[config.mk]
export PLATFORM = sky130hd
export DESIGN_NAME = geosphere_face_triangle_indexer_flat
export DESIGN_NICKNAME = d
export VERILOG_FILES = /design/src/rtl/gfti_pkg.sv /design/src/rtl/gfti_if.sv /design/src/rtl/gfti_cell.sv /design/src/rtl/gfti_index.sv /design/src/rtl/geosphere_face_triangle_indexer.sv /design/src/flat_wrapper.sv
export VERILOG_INCLUDE_DIRS = /design/src /design/src/rtl
export SDC_FILE = /design/constraint.sdc
export NUM_CORES = 1
export LEC_CHECK = 0
export BUFFER_PORTS_ARGS = -buffer_cell sky130_fd_sc_hd__buf_2
export CORE_ASPECT_RATIO = 0.7
export CORE_UTILIZATION = 55
export CTS_CLUSTER_DIAMETER = 40
export DETAILED_ROUTE_END_ITERATION = 7
export PLACE_DENSITY_LB_ADDON = 0.1
export SLEW_MARGIN = 0
export SYNTH_ARGS = -nofsm -noshare
export SYNTH_HDL_FRONTEND = slang
export SYNTH_SLANG_ARGS = --single-unit
[constraint.sdc]
create_clock -name clk -period 8.1 [get_ports clk]
set_input_delay 0.405 -clock clk [delete_from_list [all_inputs] [get_ports clk]]
set_output_delay 0.405 -clock clk [all_outputs]
set_load 0.01 [all_outputs]
[src/rtl/geosphere_face_triangle_indexer_assert.svh]
// Assertion macros shared by the triangle indexer RTL.
// Needs clk and rst_n in scope at the point of use.
`ifndef GEOSPHERE_FACE_TRIANGLE_INDEXER_ASSERT_SVH
`define GEOSPHERE_FACE_TRIANGLE_INDEXER_ASSERT_SVH
`ifndef SYNTHESIS
// Condition must hold in the same cycle as the trigger
`define GFTI_ASSERT_SAME(lbl, ante, cons) \
    lbl: assert property (@(posedge clk) disable iff (!rst_n) (ante) |-> (cons)) \
        else $error("assertion failed: same-cycle check");
// Condition must hold in the cycle after the trigger
`define GFTI_ASSERT_NEXT(lbl, ante, cons) \
    lbl: assert property (@(posedge clk) disable iff (!rst_n) (ante) |=> (cons)) \
        else $error("assertion failed: next-cycle check");
`else
`define GFTI_ASSERT_SAME(lbl, ante, cons)
`define GFTI_ASSERT_NEXT(lbl, ante, cons)
`endif
`endif

[src/rtl/gfti_pkg.sv]
// Shared types and constants for the geosphere face triangle indexer.
// No dependencies.
package gfti_pkg;

    // field widths
    localparam int TN_W   = 16;
    localparam int BASE_W = 17;
    localparam int IDX_W  = 18;
    localparam int RES_W  = 4;

    // default depth of the digit chain and reset subdivision level
    localparam int             DEFAULT_MAX_LEVEL = 8;
    localparam logic [RES_W-1:0] RES_RESET       = 4'd5;

    // one base-4 digit of the triangle number picks a sub-triangle
    typedef enum logic [1:0] {
        DIG_BASE  = 2'd0,   // copy at origin
        DIG_UP    = 2'd1,   // copy shifted along y
        DIG_MID   = 2'd2,   // point-reflected centre copy
        DIG_RIGHT = 2'd3    // copy shifted along x
    } digit_t;

endpackage

[src/rtl/gfti_if.sv]
// Valid/ready channel interfaces for input and result words.
// Depends on gfti_pkg.
interface gfti_item_if import gfti_pkg::*; ();
    logic              valid;
    logic              ready;
    logic [TN_W-1:0]   triangle_number;
    logic [BASE_W-1:0] base_index;

    modport source (output valid, output triangle_number, output base_index, input ready);
    modport sink   (input valid, input triangle_number, input base_index, output ready);
endinterface

interface gfti_result_if import gfti_pkg::*; ();
    logic             valid;
    logic             ready;
    logic [IDX_W-1:0] corner_a_index;
    logic [IDX_W-1:0] corner_b_index;
    logic [IDX_W-1:0] corner_c_index;
    logic [IDX_W-1:0] next_base_index;

    modport source (output valid, output corner_a_index, output corner_b_index,
                    output corner_c_index, output next_base_index, input ready);
    modport sink   (input valid, input corner_a_index, input corner_b_index,
                    input corner_c_index, input next_base_index, output ready);
endinterface

[src/rtl/gfti_cell.sv]
// One digit cell of the subdivision chain: applies one base-4 digit to the corners.
// Depends on gfti_pkg and the assertion macro header.
`include "geosphere_face_triangle_indexer_assert.svh"

module gfti_cell
    import gfti_pkg::*;
#(
    parameter int MAX_LEVEL = DEFAULT_MAX_LEVEL,
    parameter int IDX       = 0
)
(
    input  logic                              clk,
    input  logic                              rst_n,
    input  logic [$clog2(MAX_LEVEL+1)-1:0]    lvl,
    input  logic                              up_valid,
    output logic                              up_ready,
    input  logic [TN_W-1:0]                   up_tn,
    input  logic [BASE_W-1:0]                 up_base,
    input  logic [2:0][MAX_LEVEL:0]           up_x,
    input  logic [2:0][MAX_LEVEL:0]           up_y,
    output logic                              dn_valid,
    input  logic                              dn_ready,
    output logic [TN_W-1:0]                   dn_tn,
    output logic [BASE_W-1:0]                 dn_base,
    output logic [2:0][MAX_LEVEL:0]           dn_x,
    output logic [2:0][MAX_LEVEL:0]           dn_y
);

    localparam int             CW    = MAX_LEVEL + 1;
    localparam int             LVL_W = $clog2(MAX_LEVEL + 1);
    localparam logic [CW-1:0]  STEP  = CW'(1) << IDX;
    localparam logic [CW:0]    BOUND = (CW + 1)'(1) << (IDX + 1);

    logic                   valid_reg, valid_next;
    logic [TN_W-1:0]        tn_reg;
    logic [BASE_W-1:0]      base_reg;
    logic [2:0][CW-1:0]     x_reg, x_next;
    logic [2:0][CW-1:0]     y_reg, y_next;
    digit_t                 digit;
    logic                   active;

    // pick this cell's digit; digits past the field width are zero
    generate
        if (2 * IDX + 1 < TN_W) begin : g_digit
            assign digit = digit_t'(up_tn[2*IDX +: 2]);
        end else begin : g_no_digit
            assign digit = DIG_BASE;
        end
    endgenerate

    assign active   = lvl > LVL_W'(IDX);
    assign up_ready = !valid_reg || dn_ready;

    // sub-triangle placement at this scale
    always_comb
    begin
        x_next = up_x;
        y_next = up_y;
        if (active)
        begin
            for (int c = 0; c < 3; c++)
            begin
                unique case (digit)
                    DIG_BASE:
                    begin
                        x_next[c] = up_x[c];
                        y_next[c] = up_y[c];
                    end
                    DIG_UP:
                    begin
                        x_next[c] = up_x[c];
                        y_next[c] = up_y[c] + STEP;
                    end
                    DIG_MID:
                    begin
                        x_next[c] = STEP - up_x[c];
                        y_next[c] = STEP - up_y[c];
                    end
                    DIG_RIGHT:
                    begin
                        x_next[c] = up_x[c] + STEP;
                        y_next[c] = up_y[c];
                    end
                endcase
            end
        end
    end

    assign valid_next = up_ready ? up_valid : valid_reg;

    // handshake state
    always_ff @(posedge clk or negedge rst_n)
    begin
        if (!rst_n)
        begin
            valid_reg <= 1'b0;
        end
        else
        begin
            valid_reg <= valid_next;
        end
    end

    // word registers
    always_ff @(posedge clk)
    begin
        if (up_ready && up_valid)
        begin
            tn_reg   <= up_tn;
            base_reg <= up_base;
            x_reg    <= x_next;
            y_reg    <= y_next;
        end
    end

    assign dn_valid = valid_reg;
    assign dn_tn    = tn_reg;
    assign dn_base  = base_reg;
    assign dn_x     = x_reg;
    assign dn_y     = y_reg;

    // every corner lies inside the triangle of twice this cell's scale
    `GFTI_ASSERT_SAME(a_cell_bound, valid_reg, ((CW+1)'(x_reg[0]) + (CW+1)'(y_reg[0]) <= BOUND) && ((CW+1)'(x_reg[1]) + (CW+1)'(y_reg[1]) <= BOUND) && ((CW+1)'(x_reg[2]) + (CW+1)'(y_reg[2]) <= BOUND))
    // a stalled word holds in the cell
    `GFTI_ASSERT_NEXT(a_cell_hold, valid_reg && !dn_ready, valid_reg && $stable(x_reg) && $stable(y_reg) && $stable(base_reg))

endmodule

[src/rtl/gfti_index.sv]
// Final stages: row-major vertex index of each corner plus base, and output register.
// Depends on gfti_pkg, gfti_if and the assertion macro header.
`include "geosphere_face_triangle_indexer_assert.svh"

module gfti_index
    import gfti_pkg::*;
#(
    parameter int MAX_LEVEL = DEFAULT_MAX_LEVEL
)
(
    input  logic                      clk,
    input  logic                      rst_n,
    input  logic [MAX_LEVEL:0]        m,
    input  logic [IDX_W-1:0]          verts,
    input  logic                      up_valid,
    output logic                      up_ready,
    input  logic [BASE_W-1:0]         up_base,
    input  logic [2:0][MAX_LEVEL:0]   up_x,
    input  logic [2:0][MAX_LEVEL:0]   up_y,
    gfti_result_if.source             result
);

    localparam int CW = MAX_LEVEL + 1;
    localparam int TW = CW + 1;
    localparam int PW = CW + TW;
    localparam int HW = PW - 1;
    localparam int SW = (HW > IDX_W) ? HW : IDX_W;

    // product stage
    logic                   p_valid_reg, p_valid_next;
    logic [2:0][HW-1:0]     p_half_reg;
    logic [2:0][CW-1:0]     p_x_reg;
    logic [BASE_W-1:0]      p_base_reg;
    logic [2:0][PW-1:0]     prod;
    logic [TW-1:0]          two_m3;

    // output stage
    logic                   o_valid_reg, o_valid_next;
    logic [2:0][IDX_W-1:0]  o_idx_reg, o_idx_next;
    logic [IDX_W-1:0]       o_next_reg, o_next_next;
    logic                   o_adv;
    logic                   p_adv;

    assign o_adv    = !o_valid_reg || result.ready;
    assign p_adv    = !p_valid_reg || o_adv;
    assign up_ready = p_adv;

    // vertices in rows above y: y*(2m+3-y)/2
    assign two_m3 = {m, 1'b0} + TW'(3);
    always_comb
    begin
        for (int c = 0; c < 3; c++)
        begin
            prod[c] = PW'(up_y[c]) * PW'(two_m3 - TW'(up_y[c]));
        end
    end

    // add column and face base, wrap to field width
    always_comb
    begin
        for (int c = 0; c < 3; c++)
        begin
            o_idx_next[c] = IDX_W'(SW'(p_half_reg[c]) + SW'(p_x_reg[c]) + SW'(p_base_reg));
        end
        o_next_next = IDX_W'(p_base_reg) + verts;
    end

    assign p_valid_next = p_adv ? up_valid : p_valid_reg;
    assign o_valid_next = o_adv ? p_valid_reg : o_valid_reg;

    // handshake state
    always_ff @(posedge clk or negedge rst_n)
    begin
        if (!rst_n)
        begin
            p_valid_reg <= 1'b0;
            o_valid_reg <= 1'b0;
        end
        else
        begin
            p_valid_reg <= p_valid_next;
            o_valid_reg <= o_valid_next;
        end
    end

    // word registers
    always_ff @(posedge clk)
    begin
        if (p_adv && up_valid)
        begin
            for (int c = 0; c < 3; c++)
            begin
                p_half_reg[c] <= prod[c][PW-1:1];
            end
            p_x_reg    <= up_x;
            p_base_reg <= up_base;
        end
        if (o_adv && p_valid_reg)
        begin
            o_idx_reg  <= o_idx_next;
            o_next_reg <= o_next_next;
        end
    end

    assign result.valid           = o_valid_reg;
    assign result.corner_a_index  = o_idx_reg[0];
    assign result.corner_b_index  = o_idx_reg[1];
    assign result.corner_c_index  = o_idx_reg[2];
    assign result.next_base_index = o_next_reg;

    // product stage holds its word while the output register is blocked
    `GFTI_ASSERT_NEXT(a_idx_hold, p_valid_reg && !o_adv, p_valid_reg && $stable(p_half_reg) && $stable(p_base_reg))

endmodule

[src/rtl/geosphere_face_triangle_indexer.sv]
// Top level of the geosphere face triangle indexer: config register, digit chain, index stages.
// Depends on gfti_pkg, gfti_if, gfti_cell and gfti_index.
//
// Usage:
//   item   : input words (triangle_number, base_index), valid/ready.
//   result : output words (corner_a/b/c_index, next_base_index), valid/ready.
//   cfg_we/cfg_wdata : write of the resolution register, taken on any edge
//     with cfg_we high; write it only while no word is in flight.
// Each word passes through MAX_LEVEL digit cells (one base-4 digit each),
// one product stage and one output register between acceptance and result
// valid. Throughput is one word per cycle while result.ready stays high;
// each cell and stage has its own valid bit and local ready.
// When the receiver stalls, words back up stage by stage; item.ready falls
// only once the first cell is full and blocked. Bubbles are squeezed out.
// Reset clears all valid bits and loads resolution 5; no clearing pass.
// Resolution above MAX_LEVEL saturates; outputs wrap to 18 bits.
module geosphere_face_triangle_indexer
    import gfti_pkg::*;
#(
    parameter int MAX_LEVEL = DEFAULT_MAX_LEVEL
)
(
    input  logic              clk,
    input  logic              rst_n,
    input  logic              cfg_we,
    input  logic [RES_W-1:0]  cfg_wdata,
    gfti_item_if.sink         item,
    gfti_result_if.source     result
);

    localparam int CW    = MAX_LEVEL + 1;
    localparam int LVL_W = $clog2(MAX_LEVEL + 1);
    localparam int VW    = (2 * CW + 2 > IDX_W + 1) ? 2 * CW + 2 : IDX_W + 1;

    logic [RES_W-1:0]   resolution_reg, resolution_next;
    logic [IDX_W-1:0]   verts_reg, verts_next;
    logic [LVL_W-1:0]   lvl;
    logic [CW-1:0]      m;
    logic [VW-1:0]      verts_prod;

    // chain links between cells
    logic                       ch_valid [MAX_LEVEL+1];
    logic                       ch_ready [MAX_LEVEL+1];
    logic [TN_W-1:0]            ch_tn    [MAX_LEVEL+1];
    logic [BASE_W-1:0]          ch_base  [MAX_LEVEL+1];
    logic [2:0][CW-1:0]         ch_x     [MAX_LEVEL+1];
    logic [2:0][CW-1:0]         ch_y     [MAX_LEVEL+1];

    // resolution register
    assign resolution_next = cfg_we ? cfg_wdata : resolution_reg;
    always_ff @(posedge clk or negedge rst_n)
    begin
        if (!rst_n)
        begin
            resolution_reg <= RES_RESET;
        end
        else
        begin
            resolution_reg <= resolution_next;
        end
    end

    // saturated level, edge length and vertex count of a face
    assign lvl = (int'(resolution_reg) > MAX_LEVEL) ? LVL_W'(MAX_LEVEL)
                                                    : LVL_W'(resolution_reg);
    assign m          = CW'(1) << lvl;
    assign verts_prod = (VW'(m) + VW'(1)) * (VW'(m) + VW'(2));
    assign verts_next = verts_prod[IDX_W:1];

    always_ff @(posedge clk)
    begin
        verts_reg <= verts_next;
    end

    // unit triangle enters the chain: a (0,0), b (1,0), c (0,1)
    assign ch_valid[0] = item.valid;
    assign item.ready  = ch_ready[0];
    assign ch_tn[0]    = item.triangle_number;
    assign ch_base[0]  = item.base_index;
    assign ch_x[0]     = {CW'(0), CW'(1), CW'(0)};
    assign ch_y[0]     = {CW'(1), CW'(0), CW'(0)};

    // digit cells, least significant digit first
    generate
        for (genvar i = 0; i < MAX_LEVEL; i++)
        begin : g_cell
            gfti_cell #(
                .MAX_LEVEL (MAX_LEVEL),
                .IDX       (i)
            ) u_cell (
                .clk      (clk),
                .rst_n    (rst_n),
                .lvl      (lvl),
                .up_valid (ch_valid[i]),
                .up_ready (ch_ready[i]),
                .up_tn    (ch_tn[i]),
                .up_base  (ch_base[i]),
                .up_x     (ch_x[i]),
                .up_y     (ch_y[i]),
                .dn_valid (ch_valid[i+1]),
                .dn_ready (ch_ready[i+1]),
                .dn_tn    (ch_tn[i+1]),
                .dn_base  (ch_base[i+1]),
                .dn_x     (ch_x[i+1]),
                .dn_y     (ch_y[i+1])
            );
        end
    endgenerate

    // vertex index stages and output register
    gfti_index #(
        .MAX_LEVEL (MAX_LEVEL)
    ) u_index (
        .clk      (clk),
        .rst_n    (rst_n),
        .m        (m),
        .verts    (verts_reg),
        .up_valid (ch_valid[MAX_LEVEL]),
        .up_ready (ch_ready[MAX_LEVEL]),
        .up_base  (ch_base[MAX_LEVEL]),
        .up_x     (ch_x[MAX_LEVEL]),
        .up_y     (ch_y[MAX_LEVEL]),
        .result   (result)
    );

endmodule

[src/flat_wrapper.sv]
// flat-port wrapper written by rule: the top's interface ports become plain ports
module geosphere_face_triangle_indexer_flat import gfti_pkg::*;
#(
    parameter int MAX_LEVEL = DEFAULT_MAX_LEVEL
)
  (clk, rst_n, cfg_we, cfg_wdata, item_valid, item_triangle_number, item_base_index, item_ready, result_valid, result_corner_a_index, result_corner_b_index, result_corner_c_index, result_next_base_index, result_ready);
  gfti_item_if item_i ();
  gfti_result_if result_i ();
  input  logic clk;
  input  logic rst_n;
  input  logic cfg_we;
  input  logic [RES_W-1:0] cfg_wdata;
  input wire logic [$bits(item_i.valid)-1:0] item_valid;
  input wire logic [$bits(item_i.triangle_number)-1:0] item_triangle_number;
  input wire logic [$bits(item_i.base_index)-1:0] item_base_index;
  output wire logic [$bits(item_i.ready)-1:0] item_ready;
  output wire logic [$bits(result_i.valid)-1:0] result_valid;
  output wire logic [$bits(result_i.corner_a_index)-1:0] result_corner_a_index;
  output wire logic [$bits(result_i.corner_b_index)-1:0] result_corner_b_index;
  output wire logic [$bits(result_i.corner_c_index)-1:0] result_corner_c_index;
  output wire logic [$bits(result_i.next_base_index)-1:0] result_next_base_index;
  input wire logic [$bits(result_i.ready)-1:0] result_ready;
  assign item_i.valid = item_valid;
  assign item_i.triangle_number = item_triangle_number;
  assign item_i.base_index = item_base_index;
  assign item_ready = item_i.ready;
  assign result_valid = result_i.valid;
  assign result_corner_a_index = result_i.corner_a_index;
  assign result_corner_b_index = result_i.corner_b_index;
  assign result_corner_c_index = result_i.corner_c_index;
  assign result_next_base_index = result_i.next_base_index;
  assign result_i.ready = result_ready;
  geosphere_face_triangle_indexer #(.MAX_LEVEL(MAX_LEVEL)) u_core (.clk(clk), .rst_n(rst_n), .cfg_we(cfg_we), .cfg_wdata(cfg_wdata), .item(item_i), .result(result_i));
endmodule
==> impl_metrics.py <==
metrics = {
    "global_route": {
        "overflow": 0,
        "grt_antenna_before_repair": 1,
        "grt_first_pass_wirelength_mm": 129.4,
        "first_global_vias": 24470,
        "grt_max_degree": 71,
        "grt_util_all_layers": 0.2479,
    },
    "critical_path": {
        "crit_type": "register to register",
        "cp_num_cells": 30,
        "cp.arrival_ps": 8020,
        "crit_fanout": 10,
        "timing.critical_path.slowest_cell_delay_ps": 570,
        "setup.reg_to_reg.worst_slack_ps": 420,
        "crit_buf_inv": 4,
        "r2r_cells": 30,
        "critPathLaunch": "u_core.resolution_reg[3]",
        "critical_path_required_ps": 8450,
        "crit-reg2reg-launch": "u_core.resolution_reg[3]",
        "critical-path-slowest-cell": "fa_1",
        "critical_path.reg2reg.endpoint": "u_core.u_index.p_half_reg[52]",
        "critical_path.top_delay_family": "adder cells",
        "cp-end-kind": "register",
        "cp_common_cell": "fa_1",
        "worst_setup_start_kind": "register",
        "worst_setup_path_endpoint": "u_core.u_index.p_half_reg[52]",
    },
    "routing": {
        "drc": 0,
        "detail_route.wl_per_cell_um": 18.67,
        "drt.antenna.violating_nets": 0,
        "drt-vias-per-instance": 5.549,
        "postRouteWirelength_mm": 81.55,
        "first_iter_violations": 1803,
        "routed-via-count": 24240,
        "drt_first_pass_iters": 5,
    },
    "floorplanning": {
        "boundaryPins": 116,
        "dieWidth_um": 309.1,
        "dieHeight_um": 216.9,
        "core-area_um2": 65000,
        "std_cell_rows": 78,
        "initial_core_util": 0.5585,
        "design.die.area_um2": 67050,
    },
    "cells_and_area": {
        "final_area_um2": 41250,
        "layout_commonest_cell": "edfxtp_1",
        "largest_register_ff_count": 136,
        "sequential_area_um2": 16450,
        "multi_input_area_um2": 18180,
        "final_util": 0.6346,
        "layout-drive-gt1-share": 0.09925,
        "filler_cell_count": 5111,
        "area.growth.synth_to_final_pct": 13.63,
        "most_used_cells_in_the_layout_excluding_fill_and_tap_cells": "524 x edfxtp_1, 443 x inv_1, 313 x ha_1",
        "post_layout_nonfiller_instances": 4368,
        "fin_nets": 4025,
    },
    "clock_network": {
        "cts_root_buf": "clkbuf_16",
        "numClockSinks": 556,
        "clock_input_transition_at_the_sequential_cells_of_the_worst_setup_and_hold_paths_ps": 60,
        "clock_tree_from_tritoncts": "built",
        "clockBufferDepth": 3,
        "cts_max_level": 3,
        "insertion_delay_ps": 620,
        "tritoncts.num_buffers": 73,
    },
    "synthesis": {
        "synthCells": 3198,
        "postSynth.asyncResetShare": 0.02518,
        "synth.ff_latch_count": 556,
        "yosysSeqAreaShare": 0.4531,
        "synthesis.area_um2": 36300,
        "syn_avg_cell_area_um2": 11.35,
        "synth_enable_flop_cells": 524,
        "yosys_warnings": 0,
        "yosysUniqueCellTypes": 73,
        "synth_ff_type": "edfxtp_1",
    },
    "sta": {
        "period_share": 0.9477,
        "slew-limit-headroom": 0.2347,
        "skew_ps": 16.66,
        "post-route-min-period_ps": 7676,
        "final.hold.worst_slack_ps": 68.64,
        "final-setup-viol-count": 0,
        "achievable-frequency_ghz": 0.1303,
        "max_slew.worst_pin.slew_ps": 1148,
        "report.final.hold_viol_count": 0,
        "slew_viol_final": 0,
    },
    "job": {
        "maxCapViolCount": 0,
    },
    "hold_path": {
        "min-delay-path-class": "input port to register",
    },
    "outcome": {
        "outcome": "finished clean",
    },
    "placed_design": {
        "hpwlAfterDp_mm": 62.30,
        "dpl.cell_count": 4194,
        "buffer_ports.inserted": 115,
        "global_placement_routability_congestion": 0.9246,
        "post_detailed_placement_cell_area_um2": 38160,
    },
}
==> final cells by class <==
cell class,instances,share of cell area
multi-input cells,2157,0.4407
clock inverters,50,0.01656
flip-flops and latches,556,0.3988
diodes,2,0.0001213
well taps,880,0.02669
inverters,445,0.04059
repair buffers,194,0.03033
clock buffers,84,0.04629
==> cells by family after synthesis <==
logic type      count (synthesis)  share of synthesized area
other cells                     2                  0.0002069
mux                            15                   0.004412
fa+ha+maj                     556                     0.2417
flops                         556                     0.4531
xor+xnor                      140                    0.03378
simple gates                  778                     0.1031
compound gates                618                     0.1086
buf+inv                       533                    0.05515
==> metal layers <==
metal / GRT usage / part of all wire / vias to the layer above
li1: - / - / 11500
met1: 0.3574 / 0.47 / 11920
met2: 0.3850 / 0.45 / 698
met3: 0.04431 / 0.057 / 119
met4: 0.07294 / 0.026 / 0
met5: 0 / 0 / -
==> metrics by stage <==
stage | setup WS [ps] | setup TNS, ps
after floorplan | 108.7 | 0
after global placement | 195.6 | 0
after CTS | 36.65 | 0
after global routing | -20.97 | -35.94
after detailed placement | -107.1 | -120.9
final | 423.7 | 0
==> how the worst min path moves through the flow <==
| stage | from | to | slack [ps] | depth (start not counted) |
|---|---|---|---|---|
| 6_report | cfg_wdata[1] | u_core.resolution_reg[1] | 70 | 2 |
| 5_1_grt | cfg_wdata[1] | u_core.resolution_reg[1] | 40 | 2 |
| 4_1_cts | cfg_wdata[1] | u_core.resolution_reg[1] | 40 | 2 |
| 3_5_place_dp | rst_n | u_core.u_index.result.valid | 330 | 1 |
| 3_3_place_gp | rst_n | u_core.u_index.result.valid | 320 | 1 |
| 2_1_floorplan | rst_n | u_core.g_cell[0].u_cell.dn_valid | 110 | 0 |
==> Yosys cell counts (13+ instances only) <==
library cell | number | area [um2]
nand3_1 | 36 | 180.2
xnor2_1 | 102 | 893.4
nor2b_1 | 45 | 281.5
dfxtp_1 | 18 | 360.4
and2_1 | 98 | 613.1
edfxtp_1 | 524 | 15740
o21bai_1 | 13 | 97.59
and3_1 | 13 | 81.33
nor3_1 | 54 | 270.3
fa_1 | 242 | 4845
or3_1 | 35 | 219.0
o21a_1 | 22 | 165.2
clkbuf_1 | 85 | 319.1
a31oi_1 | 39 | 244.0
xor2_1 | 38 | 332.8
nor2_1 | 204 | 765.7
nand2b_1 | 36 | 225.2
nand2_1 | 212 | 795.8
o21ai_0 | 158 | 790.8
a21o_1 | 58 | 435.4
inv_1 | 444 | 1667
a211oi_1 | 14 | 105.1
ha_1 | 314 | 3929
a22o_1 | 17 | 148.9
o31ai_1 | 40 | 300.3
a21oi_1 | 163 | 815.8
==> what timing repair did <==
item / in CTS / in global routing
gates cloned: 0 / 0
setup endpoints to repair: 2 / 13
hold buffers: 33 / 0
hold endpoints to repair: 46 / 0
gates resized for setup: 1 / 26
pin swaps: 0 / 3
setup buffers: 0 / 5
Power is left out: the tool's default activity adds up to more than one toggle a clock period on the data nets, which glitch-free logic cannot reach.
